==> src/rtl/core/pva_pkg.sv <==
// pva_pkg: shared types and constants for the polyphonic voice allocator
// used by every module under rtl/core; depends on nothing
package pva_pkg;

	localparam int MAX_VOICES_DEF  = 16;
	localparam int VOICE_COUNT_RST = 16;

	localparam int NOTE_W = 7;
	localparam int AGE_W  = 32;
	localparam int CNT_W  = 5;
	localparam int MODE_W = 2;
	localparam int REQ_W  = 2;
	localparam int SEL_W  = 4;
	localparam int IDX_W  = 4;
	localparam int REG_W  = 1;

	// configuration register indexes
	localparam logic [REG_W-1:0] REG_VOICE_COUNT = 1'b0;
	localparam logic [REG_W-1:0] REG_STEAL_MODE  = 1'b1;

	typedef enum logic [REQ_W-1:0] {
		REQ_NOTE_ON  = 2'd0,
		REQ_NOTE_OFF = 2'd1,
		REQ_REL_DONE = 2'd2,
		REQ_ALL_OFF  = 2'd3
	} req_t;

	// steal mode codes; the unused code behaves as oldest
	localparam logic [MODE_W-1:0] MODE_OLDEST    = 2'd0;
	localparam logic [MODE_W-1:0] MODE_LOW_NOTE  = 2'd1;
	localparam logic [MODE_W-1:0] MODE_HIGH_NOTE = 2'd2;

	typedef enum logic [1:0] {
		CMP_OLDEST,
		CMP_LOW_NOTE,
		CMP_HIGH_NOTE,
		CMP_NEWEST
	} cmp_kind_t;

	typedef enum logic [1:0] {
		PASS_IDLE,
		PASS_REL,
		PASS_HELD,
		PASS_OFF
	} pass_t;

	typedef enum logic [1:0] {
		ST_IDLE,
		ST_SCAN,
		ST_EVAL
	} state_t;

	typedef struct packed {
		logic [NOTE_W-1:0] note;
		logic [AGE_W-1:0]  age;
	} entry_t;

endpackage

==> src/rtl/core/pva_vram.sv <==
// pva_vram: note and age store for all voices, one write and one registered read
// per cycle; per-voice valid bits make unwritten voices read as note 0, age 0
// depends on pva_pkg
module pva_vram #(
	parameter int DEPTH = pva_pkg::MAX_VOICES_DEF,
	parameter int AW    = 4
) (
	input  logic                clk,
	input  logic                arst_n,
	input  logic                clr,
	input  logic                we,
	input  logic [AW-1:0]       waddr,
	input  pva_pkg::entry_t     wdata,
	input  logic [AW-1:0]       raddr,
	output pva_pkg::entry_t     rdata
);

	pva_pkg::entry_t mem [DEPTH];
	logic [DEPTH-1:0] vld_q;
	pva_pkg::entry_t  rd_s1;
	logic             rd_vld_s1;

	always_ff @(posedge clk or negedge arst_n) begin
		if (!arst_n) begin
			vld_q <= '0;
		end else if (clr) begin
			vld_q <= '0;
		end else if (we) begin
			vld_q[waddr] <= 1'b1;
		end
	end

	always_ff @(posedge clk) begin
		if (we) begin
			mem[waddr] <= wdata;
		end
	end

	always_ff @(posedge clk or negedge arst_n) begin
		if (!arst_n) begin
			rd_vld_s1 <= 1'b0;
		end else begin
			rd_vld_s1 <= vld_q[raddr];
		end
	end

	always_ff @(posedge clk) begin
		rd_s1 <= mem[raddr];
	end

	// never-written voice reads as reset value
	assign rdata = rd_vld_s1 ? rd_s1 : '0;

endmodule

==> src/rtl/core/pva_cmp.sv <==
// pva_cmp: the shared candidate-versus-best compare used by every scan pass
// depends on pva_pkg
module pva_cmp (
	input  pva_pkg::cmp_kind_t kind,
	input  logic               have_best,
	input  pva_pkg::entry_t    cand,
	input  pva_pkg::entry_t    best,
	output logic               better
);

	logic age_lt;
	logic age_ge;
	logic note_lt;
	logic note_gt;
	logic note_eq;

	assign age_lt  = cand.age < best.age;
	assign age_ge  = !age_lt;
	assign note_lt = cand.note < best.note;
	assign note_gt = cand.note > best.note;
	assign note_eq = cand.note == best.note;

	always_comb begin
		case (kind)
			pva_pkg::CMP_OLDEST:    better = age_lt;
			pva_pkg::CMP_LOW_NOTE:  better = note_lt || (note_eq && age_lt);
			pva_pkg::CMP_HIGH_NOTE: better = note_gt || (note_eq && age_lt);
			pva_pkg::CMP_NEWEST:    better = age_ge;
			default:                better = age_lt;
		endcase
		if (!have_best) begin
			better = 1'b1;
		end
	end

endmodule

==> src/rtl/core/polyphonic_voice_allocator.sv <==
// polyphonic_voice_allocator: top level, sequencer, voice flags and tick counter
// depends on pva_pkg, pva_vram and pva_cmp
//
// A request beat is taken when start is high and busy is low. Note on and note
// off walk the voice table one voice per cycle through a single compare unit.
// Each pass reads every voice in use, compares the last read, closes the scan
// and then evaluates. The result beat of a one-pass request (note off, or a
// note on that finds an idle voice) follows the evaluate step of that pass. A
// note on runs up to three passes (idle voices, then releasing voices, then
// held voices for a steal). Release complete and all off give their beat the
// cycle after acceptance. busy stays high while a scan runs.
// Every request, handled or not, gives exactly one result beat: done is high for
// one cycle with voice_index, hit, stole and prev_note valid in that cycle; there
// is no backpressure, so the receiver must take the beat when it appears.
// Configuration writes (cfg_we, cfg_idx, cfg_data) take effect at once and are
// only allowed while busy is low; writing voice_count clears every voice and the
// tick counter.
module polyphonic_voice_allocator #(
	parameter int MAX_VOICES = pva_pkg::MAX_VOICES_DEF
) (
	input  logic                         clk,
	input  logic                         arst_n,
	// configuration write port
	input  logic                         cfg_we,
	input  logic [pva_pkg::REG_W-1:0]    cfg_idx,
	input  logic [pva_pkg::CNT_W-1:0]    cfg_data,
	// request
	input  logic                         start,
	output logic                         busy,
	input  logic [pva_pkg::REQ_W-1:0]    req_type,
	input  logic [pva_pkg::NOTE_W-1:0]   note,
	input  logic [pva_pkg::SEL_W-1:0]    voice_sel,
	// result
	output logic                         done,
	output logic [pva_pkg::IDX_W-1:0]    voice_index,
	output logic                         hit,
	output logic                         stole,
	output logic [pva_pkg::NOTE_W-1:0]   prev_note
);

	// index width, scan counter width (must reach the count itself),
	// and a common width for counter versus count compares
	localparam int IW  = (MAX_VOICES > 1) ? $clog2(MAX_VOICES) : 1;
	localparam int KW  = IW + 1;
	localparam int CW  = (KW > pva_pkg::CNT_W) ? KW : pva_pkg::CNT_W;
	localparam int LW  = 8;
	localparam logic [pva_pkg::CNT_W-1:0] COUNT_RST =
		(MAX_VOICES < pva_pkg::VOICE_COUNT_RST) ? pva_pkg::CNT_W'(MAX_VOICES)
		                                        : pva_pkg::CNT_W'(pva_pkg::VOICE_COUNT_RST);

	// sequencer
	pva_pkg::state_t state_q, state_d;
	pva_pkg::pass_t  pass_q;
	pva_pkg::req_t   req_q;
	logic [pva_pkg::NOTE_W-1:0] note_q;

	// scan
	logic [KW-1:0]   k_q;
	logic            rd_vld_s1;
	logic [IW-1:0]   rd_idx_s1;
	logic            best_vld_q;
	logic [IW-1:0]   best_idx_q;
	pva_pkg::entry_t best_q;

	// voice flags, tick counter and registers
	logic [MAX_VOICES-1:0] held_q;
	logic [MAX_VOICES-1:0] rel_q;
	logic [MAX_VOICES-1:0] in_use;
	logic [pva_pkg::AGE_W-1:0]  tick_q;
	logic [pva_pkg::AGE_W-1:0]  tick_nxt;
	logic [pva_pkg::CNT_W-1:0]  count_q;
	logic [pva_pkg::MODE_W-1:0] mode_q;

	// result beat
	logic                        done_q;
	logic [pva_pkg::IDX_W-1:0]   voice_index_q;
	logic                        hit_q;
	logic                        stole_q;
	logic [pva_pkg::NOTE_W-1:0]  prev_note_q;

	// control strobes from the sequencer
	logic accept;
	logic issue;
	logic restart;
	logic finish;
	logic write_hit;

	logic               cfg_count_wr;
	logic               elig;
	logic               better;
	logic               take;
	pva_pkg::cmp_kind_t kind;
	pva_pkg::entry_t    rd_entry;
	pva_pkg::entry_t    wr_entry;

	assign cfg_count_wr = cfg_we && (cfg_idx == pva_pkg::REG_VOICE_COUNT);
	assign tick_nxt     = tick_q + 1'b1;

	// voices below the count
	always_comb begin
		for (int i = 0; i < MAX_VOICES; i++) begin
			in_use[i] = CW'(i) < CW'(count_q);
		end
	end

	// ---------------------------------------------------------------- sequencer

	always_ff @(posedge clk or negedge arst_n) begin
		if (!arst_n) begin
			state_q <= pva_pkg::ST_IDLE;
		end else begin
			state_q <= state_d;
		end
	end

	always_comb begin
		state_d = state_q;
		accept  = 1'b0;
		issue   = 1'b0;
		restart = 1'b0;
		finish  = 1'b0;
		case (state_q)
			pva_pkg::ST_IDLE: begin
				accept = start;
				// only note on and note off need a table walk
				if (start && (req_type == pva_pkg::REQ_NOTE_ON ||
				              req_type == pva_pkg::REQ_NOTE_OFF)) begin
					state_d = pva_pkg::ST_SCAN;
				end
			end
			pva_pkg::ST_SCAN: begin
				issue = CW'(k_q) < CW'(count_q);
				// last read has come back
				if (!issue && !rd_vld_s1) begin
					state_d = pva_pkg::ST_EVAL;
				end
			end
			pva_pkg::ST_EVAL: begin
				if (best_vld_q || pass_q == pva_pkg::PASS_HELD ||
				    pass_q == pva_pkg::PASS_OFF) begin
					finish  = 1'b1;
					state_d = pva_pkg::ST_IDLE;
				end else begin
					restart = 1'b1;
					state_d = pva_pkg::ST_SCAN;
				end
			end
			default: begin
				state_d = pva_pkg::ST_IDLE;
			end
		endcase
	end

	assign busy      = state_q != pva_pkg::ST_IDLE;
	assign write_hit = finish && best_vld_q;

	// ---------------------------------------------------------------- scan datapath

	// which voices a pass looks at
	always_comb begin
		case (pass_q)
			pva_pkg::PASS_IDLE: elig = !held_q[rd_idx_s1] && !rel_q[rd_idx_s1];
			pva_pkg::PASS_REL:  elig = !held_q[rd_idx_s1] && rel_q[rd_idx_s1];
			pva_pkg::PASS_HELD: elig = held_q[rd_idx_s1];
			pva_pkg::PASS_OFF:  elig = held_q[rd_idx_s1] && (rd_entry.note == note_q);
			default:            elig = 1'b0;
		endcase
	end

	// idle pass wants lowest age, note off wants newest, the rest follow steal mode
	always_comb begin
		case (pass_q)
			pva_pkg::PASS_IDLE: kind = pva_pkg::CMP_OLDEST;
			pva_pkg::PASS_OFF:  kind = pva_pkg::CMP_NEWEST;
			default: begin
				case (mode_q)
					pva_pkg::MODE_LOW_NOTE:  kind = pva_pkg::CMP_LOW_NOTE;
					pva_pkg::MODE_HIGH_NOTE: kind = pva_pkg::CMP_HIGH_NOTE;
					default:                 kind = pva_pkg::CMP_OLDEST;
				endcase
			end
		endcase
	end

	pva_cmp u_cmp (
		.kind      (kind),
		.have_best (best_vld_q),
		.cand      (rd_entry),
		.best      (best_q),
		.better    (better)
	);

	assign take = rd_vld_s1 && elig && better;

	always_ff @(posedge clk or negedge arst_n) begin
		if (!arst_n) begin
			pass_q     <= pva_pkg::PASS_IDLE;
			req_q      <= pva_pkg::REQ_NOTE_ON;
			note_q     <= '0;
			k_q        <= '0;
			rd_vld_s1  <= 1'b0;
			rd_idx_s1  <= '0;
			best_vld_q <= 1'b0;
			best_idx_q <= '0;
			best_q     <= '0;
		end else begin
			rd_vld_s1 <= issue;
			rd_idx_s1 <= k_q[IW-1:0];
			if (accept) begin
				req_q      <= pva_pkg::req_t'(req_type);
				note_q     <= note;
				pass_q     <= (req_type == pva_pkg::REQ_NOTE_OFF) ? pva_pkg::PASS_OFF
				                                                  : pva_pkg::PASS_IDLE;
				k_q        <= '0;
				best_vld_q <= 1'b0;
			end else if (restart) begin
				// idle voices, then releasing, then held
				pass_q     <= (pass_q == pva_pkg::PASS_IDLE) ? pva_pkg::PASS_REL
				                                             : pva_pkg::PASS_HELD;
				k_q        <= '0;
				best_vld_q <= 1'b0;
			end else if (issue) begin
				k_q <= k_q + 1'b1;
			end
			if (take) begin
				best_vld_q <= 1'b1;
				best_idx_q <= rd_idx_s1;
				best_q     <= rd_entry;
			end
		end
	end

	// note off keeps the stored note (equal to the request note anyway)
	always_comb begin
		wr_entry.age  = tick_nxt;
		wr_entry.note = (req_q == pva_pkg::REQ_NOTE_ON) ? note_q : best_q.note;
	end

	pva_vram #(
		.DEPTH (MAX_VOICES),
		.AW    (IW)
	) u_vram (
		.clk    (clk),
		.arst_n (arst_n),
		.clr    (cfg_count_wr),
		.we     (write_hit),
		.waddr  (best_idx_q),
		.wdata  (wr_entry),
		.raddr  (k_q[IW-1:0]),
		.rdata  (rd_entry)
	);

	// ---------------------------------------------------------------- flags, tick, result

	always_ff @(posedge clk or negedge arst_n) begin
		if (!arst_n) begin
			held_q        <= '0;
			rel_q         <= '0;
			tick_q        <= '0;
			count_q       <= COUNT_RST;
			mode_q        <= pva_pkg::MODE_OLDEST;
			done_q        <= 1'b0;
			voice_index_q <= '0;
			hit_q         <= 1'b0;
			stole_q       <= 1'b0;
			prev_note_q   <= '0;
		end else begin
			done_q <= 1'b0;

			if (cfg_we) begin
				case (cfg_idx)
					pva_pkg::REG_VOICE_COUNT: begin
						// saturate to the table size, then clear the table
						count_q <= (LW'(cfg_data) > LW'(MAX_VOICES)) ?
						           pva_pkg::CNT_W'(MAX_VOICES) : cfg_data;
						held_q  <= '0;
						rel_q   <= '0;
						tick_q  <= '0;
					end
					pva_pkg::REG_STEAL_MODE: begin
						mode_q <= cfg_data[pva_pkg::MODE_W-1:0];
					end
					default: begin
					end
				endcase
			end

			// requests with no table walk give an all-zero result beat
			if (accept && (req_type == pva_pkg::REQ_REL_DONE ||
			               req_type == pva_pkg::REQ_ALL_OFF)) begin
				done_q        <= 1'b1;
				voice_index_q <= '0;
				hit_q         <= 1'b0;
				stole_q       <= 1'b0;
				prev_note_q   <= '0;
				if (req_type == pva_pkg::REQ_ALL_OFF) begin
					rel_q  <= rel_q | (held_q & in_use);
					held_q <= held_q & ~in_use;
				end else if (pva_pkg::CNT_W'(voice_sel) < count_q &&
				             !held_q[IW'(voice_sel)]) begin
					rel_q[IW'(voice_sel)] <= 1'b0;
				end
			end

			if (finish) begin
				done_q        <= 1'b1;
				voice_index_q <= '0;
				hit_q         <= 1'b0;
				stole_q       <= 1'b0;
				prev_note_q   <= '0;
				if (best_vld_q) begin
					tick_q        <= tick_nxt;
					voice_index_q <= pva_pkg::IDX_W'(best_idx_q);
					hit_q         <= 1'b1;
					if (req_q == pva_pkg::REQ_NOTE_ON) begin
						held_q[best_idx_q] <= 1'b1;
						rel_q[best_idx_q]  <= 1'b0;
						if (pass_q == pva_pkg::PASS_HELD) begin
							stole_q     <= 1'b1;
							prev_note_q <= best_q.note;
						end
					end else begin
						held_q[best_idx_q] <= 1'b0;
						rel_q[best_idx_q]  <= 1'b1;
					end
				end
			end
		end
	end

	assign done        = done_q;
	assign voice_index = voice_index_q;
	assign hit         = hit_q;
	assign stole       = stole_q;
	assign prev_note   = prev_note_q;

endmodule

==> config.mk <==
export PLATFORM = sky130hd
export DESIGN_NAME = polyphonic_voice_allocator
export DESIGN_NICKNAME = d
export VERILOG_FILES = /design/src/rtl/core/pva_pkg.sv /design/src/rtl/core/pva_vram.sv /design/src/rtl/core/pva_cmp.sv /design/src/rtl/core/polyphonic_voice_allocator.sv
export SDC_FILE = /design/constraint.sdc
export NUM_CORES = 1
export LEC_CHECK = 0
export BUFFER_PORTS_ARGS = -buffer_cell sky130_fd_sc_hd__clkbuf_2
export CAP_MARGIN = 30
export CORE_AREA = 3 3 230 344
export DETAILED_ROUTE_END_ITERATION = 6
export DIE_AREA = 0 0 233 347
export PLACE_DENSITY = 0.59
export RECOVER_POWER = 50
export SLEW_MARGIN = 20
export SYNTH_ARGS = -nofsm -noshare
export SYNTH_HDL_FRONTEND = slang
export SYNTH_SLANG_ARGS = --single-unit
==> constraint.sdc <==
create_clock -name clk -period 14 [get_ports clk]
set_input_delay 1.4 -clock clk [delete_from_list [all_inputs] [get_ports clk]]
set_output_delay 1.4 -clock clk [all_outputs]
set_load 0.05 [all_outputs]
==> results <==
- The top cell type by total area after synthesis is sky130_fd_sc_hd__edfxtp_1.
- The setup clock skew after layout is 0.0242 ns.
- After clock tree synthesis, the clock-pin slew on the worst setup and hold paths is 0.07 ns.
- Of all nets on the critical path, the largest fanout is 50.
- The checks that failed: max-capacitance violations, max-slew violations.
- At the worst endpoint, the arrival time is 7.15 ns.
- In the routed design, unresolved DRC markers number 0.
- After synthesis, the share of flip-flops with an asynchronous set or reset is 20.3%.
- Setup violations remaining at the end of the flow were counted as 0.
- The most repeated library cell on the critical path is sky130_fd_sc_hd__clkbuf_1.
- The endpoint class of the critical path is an asynchronous set/reset pin.
- The routing usage on met3 is 2.59%.
- The final core utilization is 50.0%.
- The number of detailed-routing iterations run before antenna repair is 5.
- The per-cell routed wire length is 26.7 µm.
- The congestion estimate from routability-driven global placement came to 0.894.
- In this run the cell area measured after placement is 0.0359 mm².
- Once detail routing completed, the nets flagged for antenna violations numbered 0.
- The tightest hold path in the finished design has a slack of 0.482 ns.
- After routing, the total negative slack on setup checks comes to 0 ns.
- The kind of critical path is in -> async.
- Traced cell by cell, the critical path runs through clkbuf_1 > clkbuf_1 > clkbuf_1.
- The final layout net count is 2167.
- The number of global-route vias before repair is 19700.
- In the layout the commonest cells are sky130_fd_sc_hd__edfxtp_1 (624), sky130_fd_sc_hd__mux4_2 (214), sky130_fd_sc_hd__dfrtp_1 (165), sky130_fd_sc_hd__nand2_1 (153), sky130_fd_sc_hd__nor2_1 (99).
- The die width is 233 µm.
- The total global routing track utilization is 21.2%.
- Synthesis produced 2006 cells.
- TritonCTS built the clock tree.
- The power density relative to cell area is 175 mW/mm².
- The number of buffer cells added on primary ports is 37.
- The largest net degree at the start of global routing is 99.
- For this run the aggregate overflow at the end of global routing stands at 0.
- The clock passes through at most 3 buffers.
- Summed over all nets, the half-perimeter wirelength after detailed placement is 47500 µm.
- By area the synthesized netlist is led by sky130_fd_sc_hd__edfxtp_1 (55%), sky130_fd_sc_hd__mux4_2 (14%), sky130_fd_sc_hd__dfrtp_1 (12%).
- The worst hold path belongs to the class reg -> reg.
- The via density per instance is 5.88.
- The initial utilization of the core area, before any placement, comes to 44.7%.
- The worst IR drop on VDD is 162 µV.
- The H-tree was split into 3 levels.
- The highest attainable clock frequency is 0.141 GHz.
- Global routing consumed, on the met1 layer, 25.8% of the routing resources.
- The worst setup path is launched from an input pin.
- The number of warnings reported in the yosys synthesis log is 0.
- The fraction of final layout cells sized beyond drive strength 1 is 19.0%.
- Counting every sink on the clock net gives 832.
- At the later pin of the worst-skew pair, clock insertion delay measures 0.63 ns.
- The first global-routing pass estimated 126000 µm of wire.
- The tree is rooted in a sky130_fd_sc_hd__clkbuf_16.
- Across the run, the number of max-cap violations was 15.
- Counting both buffers and inverters, the worst setup path holds a total of 3.
- Once layout is done, the placed cells without fillers occupy 0.0382 mm².
- The total nets after synthesis is 2083.
- The area share of the largest cell type after synthesis is 54.8%.
- The flow ran to the end, but the final reports show violations.
- In this run, the number of DRC markers left after iteration 0 of detailed routing was 1682.
- Yosys mapped a number of flops with a built-in enable equal to 624.
- The number of hold-repair buffers added at the cts stage is 0.
- The number of failing hold endpoints at the final stage was 0.
- The number of distinct standard cells referenced by the synthesized netlist is 58.
- The quantity of gates resized following cts is 0.
- The final critical delay including setup and external delays is 7.08 ns.
- The register area share after synthesis is 69.4%.
- The data required time at the worst endpoint is 14.07 ns.
- Compared with the post-synthesis result, the final layout area differs by 11.8%.
- The synthesized flop and latch total is 832.
- The largest individual stage delay along the critical path comes from the cell sky130_fd_sc_hd__clkbuf_1.
- In the global route stage, met2 resource usage came out at 37.9%.
- The initial antenna violation count came to 0.
- In this design, the largest share of critical-path delay is due to buffers and inverters.
- For this block, the via count after detailed routing is 18600.
- The count of pins on the block boundary is 38.
- Setup repair after global routing left no endpoint under its margin.
- The die area is 0.0809 mm².
- The cell row count is 124.
- The final routed wirelength across all metal layers is 84400 µm.
- The cell area after synthesis is 0.0342 mm².
- The static leakage is 13.5 nW.
- At the pin with the least slew margin, the transition time is 4.35 ns.
- met2 is the most crowded layer.
- The commonest register cell after synthesis is sky130_fd_sc_hd__edfxtp_1.
- From bottom edge to top edge, the die measures 347 µm.
- Leaving out fill and tap cells, the most frequent cell in the layout is sky130_fd_sc_hd__edfxtp_1.
- The non-filler instance count after layout is 3161.
- The standard cell core area is 0.0765 mm².
- The remaining max-slew budget at the tightest pin is -190%.
- After clock tree synthesis, the setup repair step added 0 buffers.
- For this run, the slowest stage of the critical path takes 2.21 ns.
- The number of placed instances, taps included is 3019.
- The clock buffer count from CTS is 76.
- Dividing the synthesized area by the synthesized cell count gives 17.1 µm².
- The count of pins over their slew limit was 570.
- The share of the cycle needed by the critical path after routing is 50.6%.
[cell families after synthesis]
kind of cell | after synthesis | share of synthesized area (%)
buffers and inverters | 163 | 1.88
AOI/OAI and AO/OA | 229 | 4.24
muxes | 261 | 15.6
adders and majority gates | 54 | 1.97
and+or+nand+nor | 428 | 5.87
DFF | 832 | 69.4
xor gates and xnor gates | 39 | 0.998
[final cells by class]
type                    instances  area [µm²]
flip-flops and latches        832       23800
multi-input cells            1011        9860
clock buffers                  95        2040
repair buffers                100         539
diodes                          1        2.50
inverters                      69         259
well taps                    1008        1260
fillers                      6297       38200
clock inverters                45         518
[cell usage after synthesis (all sizes together), types with 5 or more instances]
master  number
edfxtp     624
nor2b        6
nand3       46
nand3b      11
dfrtp      168
dfxtp       39
and2        45
o311ai       6
o21a         5
a21o        11
nand2      153
and3        16
xnor2       21
nand4       11
a21oi       39
inv         69
mux4       214
mux2        44
nor2       100
a22o        12
a32oi        9
ha          54
o211ai      14
o31ai       10
buf         21
o21ai       93
xor2        18
or3          9
a31oi        6
nand2b       6
nor3        14
clkbuf      73
[layer usage]
layer | share of wire (%) | wire, µm
met5 | 0 | 0
met1 | 38 | 32300
met4 | 4.0 | 3380
met3 | 4.3 | 3670
met2 | 53 | 45000
[per-stage QoR]
step	total power, mW	setup slack [ns]
after floorplan	4.14	9.41
after global placement	4.57	10.03
after detailed placement	4.61	9.95
after CTS	6.76	9.94
after global routing	6.99	5.81
final	6.70	6.92
[where the power goes]
group	switching (mW)	internal [mW]	leakage [nW]
clock	0.924	1.23	1.25
combinational	0.780	0.690	3.83
sequential	0.199	2.87	8.43
[final timing paths]
path | from | endpoint | slack, ns | depth (start not counted)
worst max-delay path | arst_n | k_q[3] | 6.92 | 3
worst min-delay path | stole | stole | 0.48 | 1
worst max register to register | state_q[0] | u_vram.mem[8][31] | 8.17 | 6
worst min register to register | stole | stole | 0.48 | 1
max in group clk | state_q[0] | u_vram.mem[8][31] | 8.17 | 6
min in group asynchronous | arst_n | k_q[2] | 1.65 | 1
[worst register-to-register path: stages, from the launching register on]
cell,delay (ns)
sky130_fd_sc_hd__dfrtp_1,0.44
sky130_fd_sc_hd__nand3b_1,0.22
sky130_fd_sc_hd__clkbuf_1,0.91
sky130_fd_sc_hd__nor3_1,0.53
sky130_fd_sc_hd__nand2_1,0.28
sky130_fd_sc_hd__inv_2,0.09
sky130_fd_sc_hd__clkbuf_1,2.74
[flip-flops by register name, summed over array words and instances, names as in the netlist, 4 cells and up]
signal        count
best_idx_q        4
tick_q           32
rel_q            16
rd_idx_s1         4
held_q           16
u_vram.mem      624
best_q           39
count_q           5
voice_index       4
k_q               5
note_q            7
prev_note         7
u_vram.vld_q     16
u_vram.rd_s1     39
No activity file was read; power rests on OpenSTA's default activity.
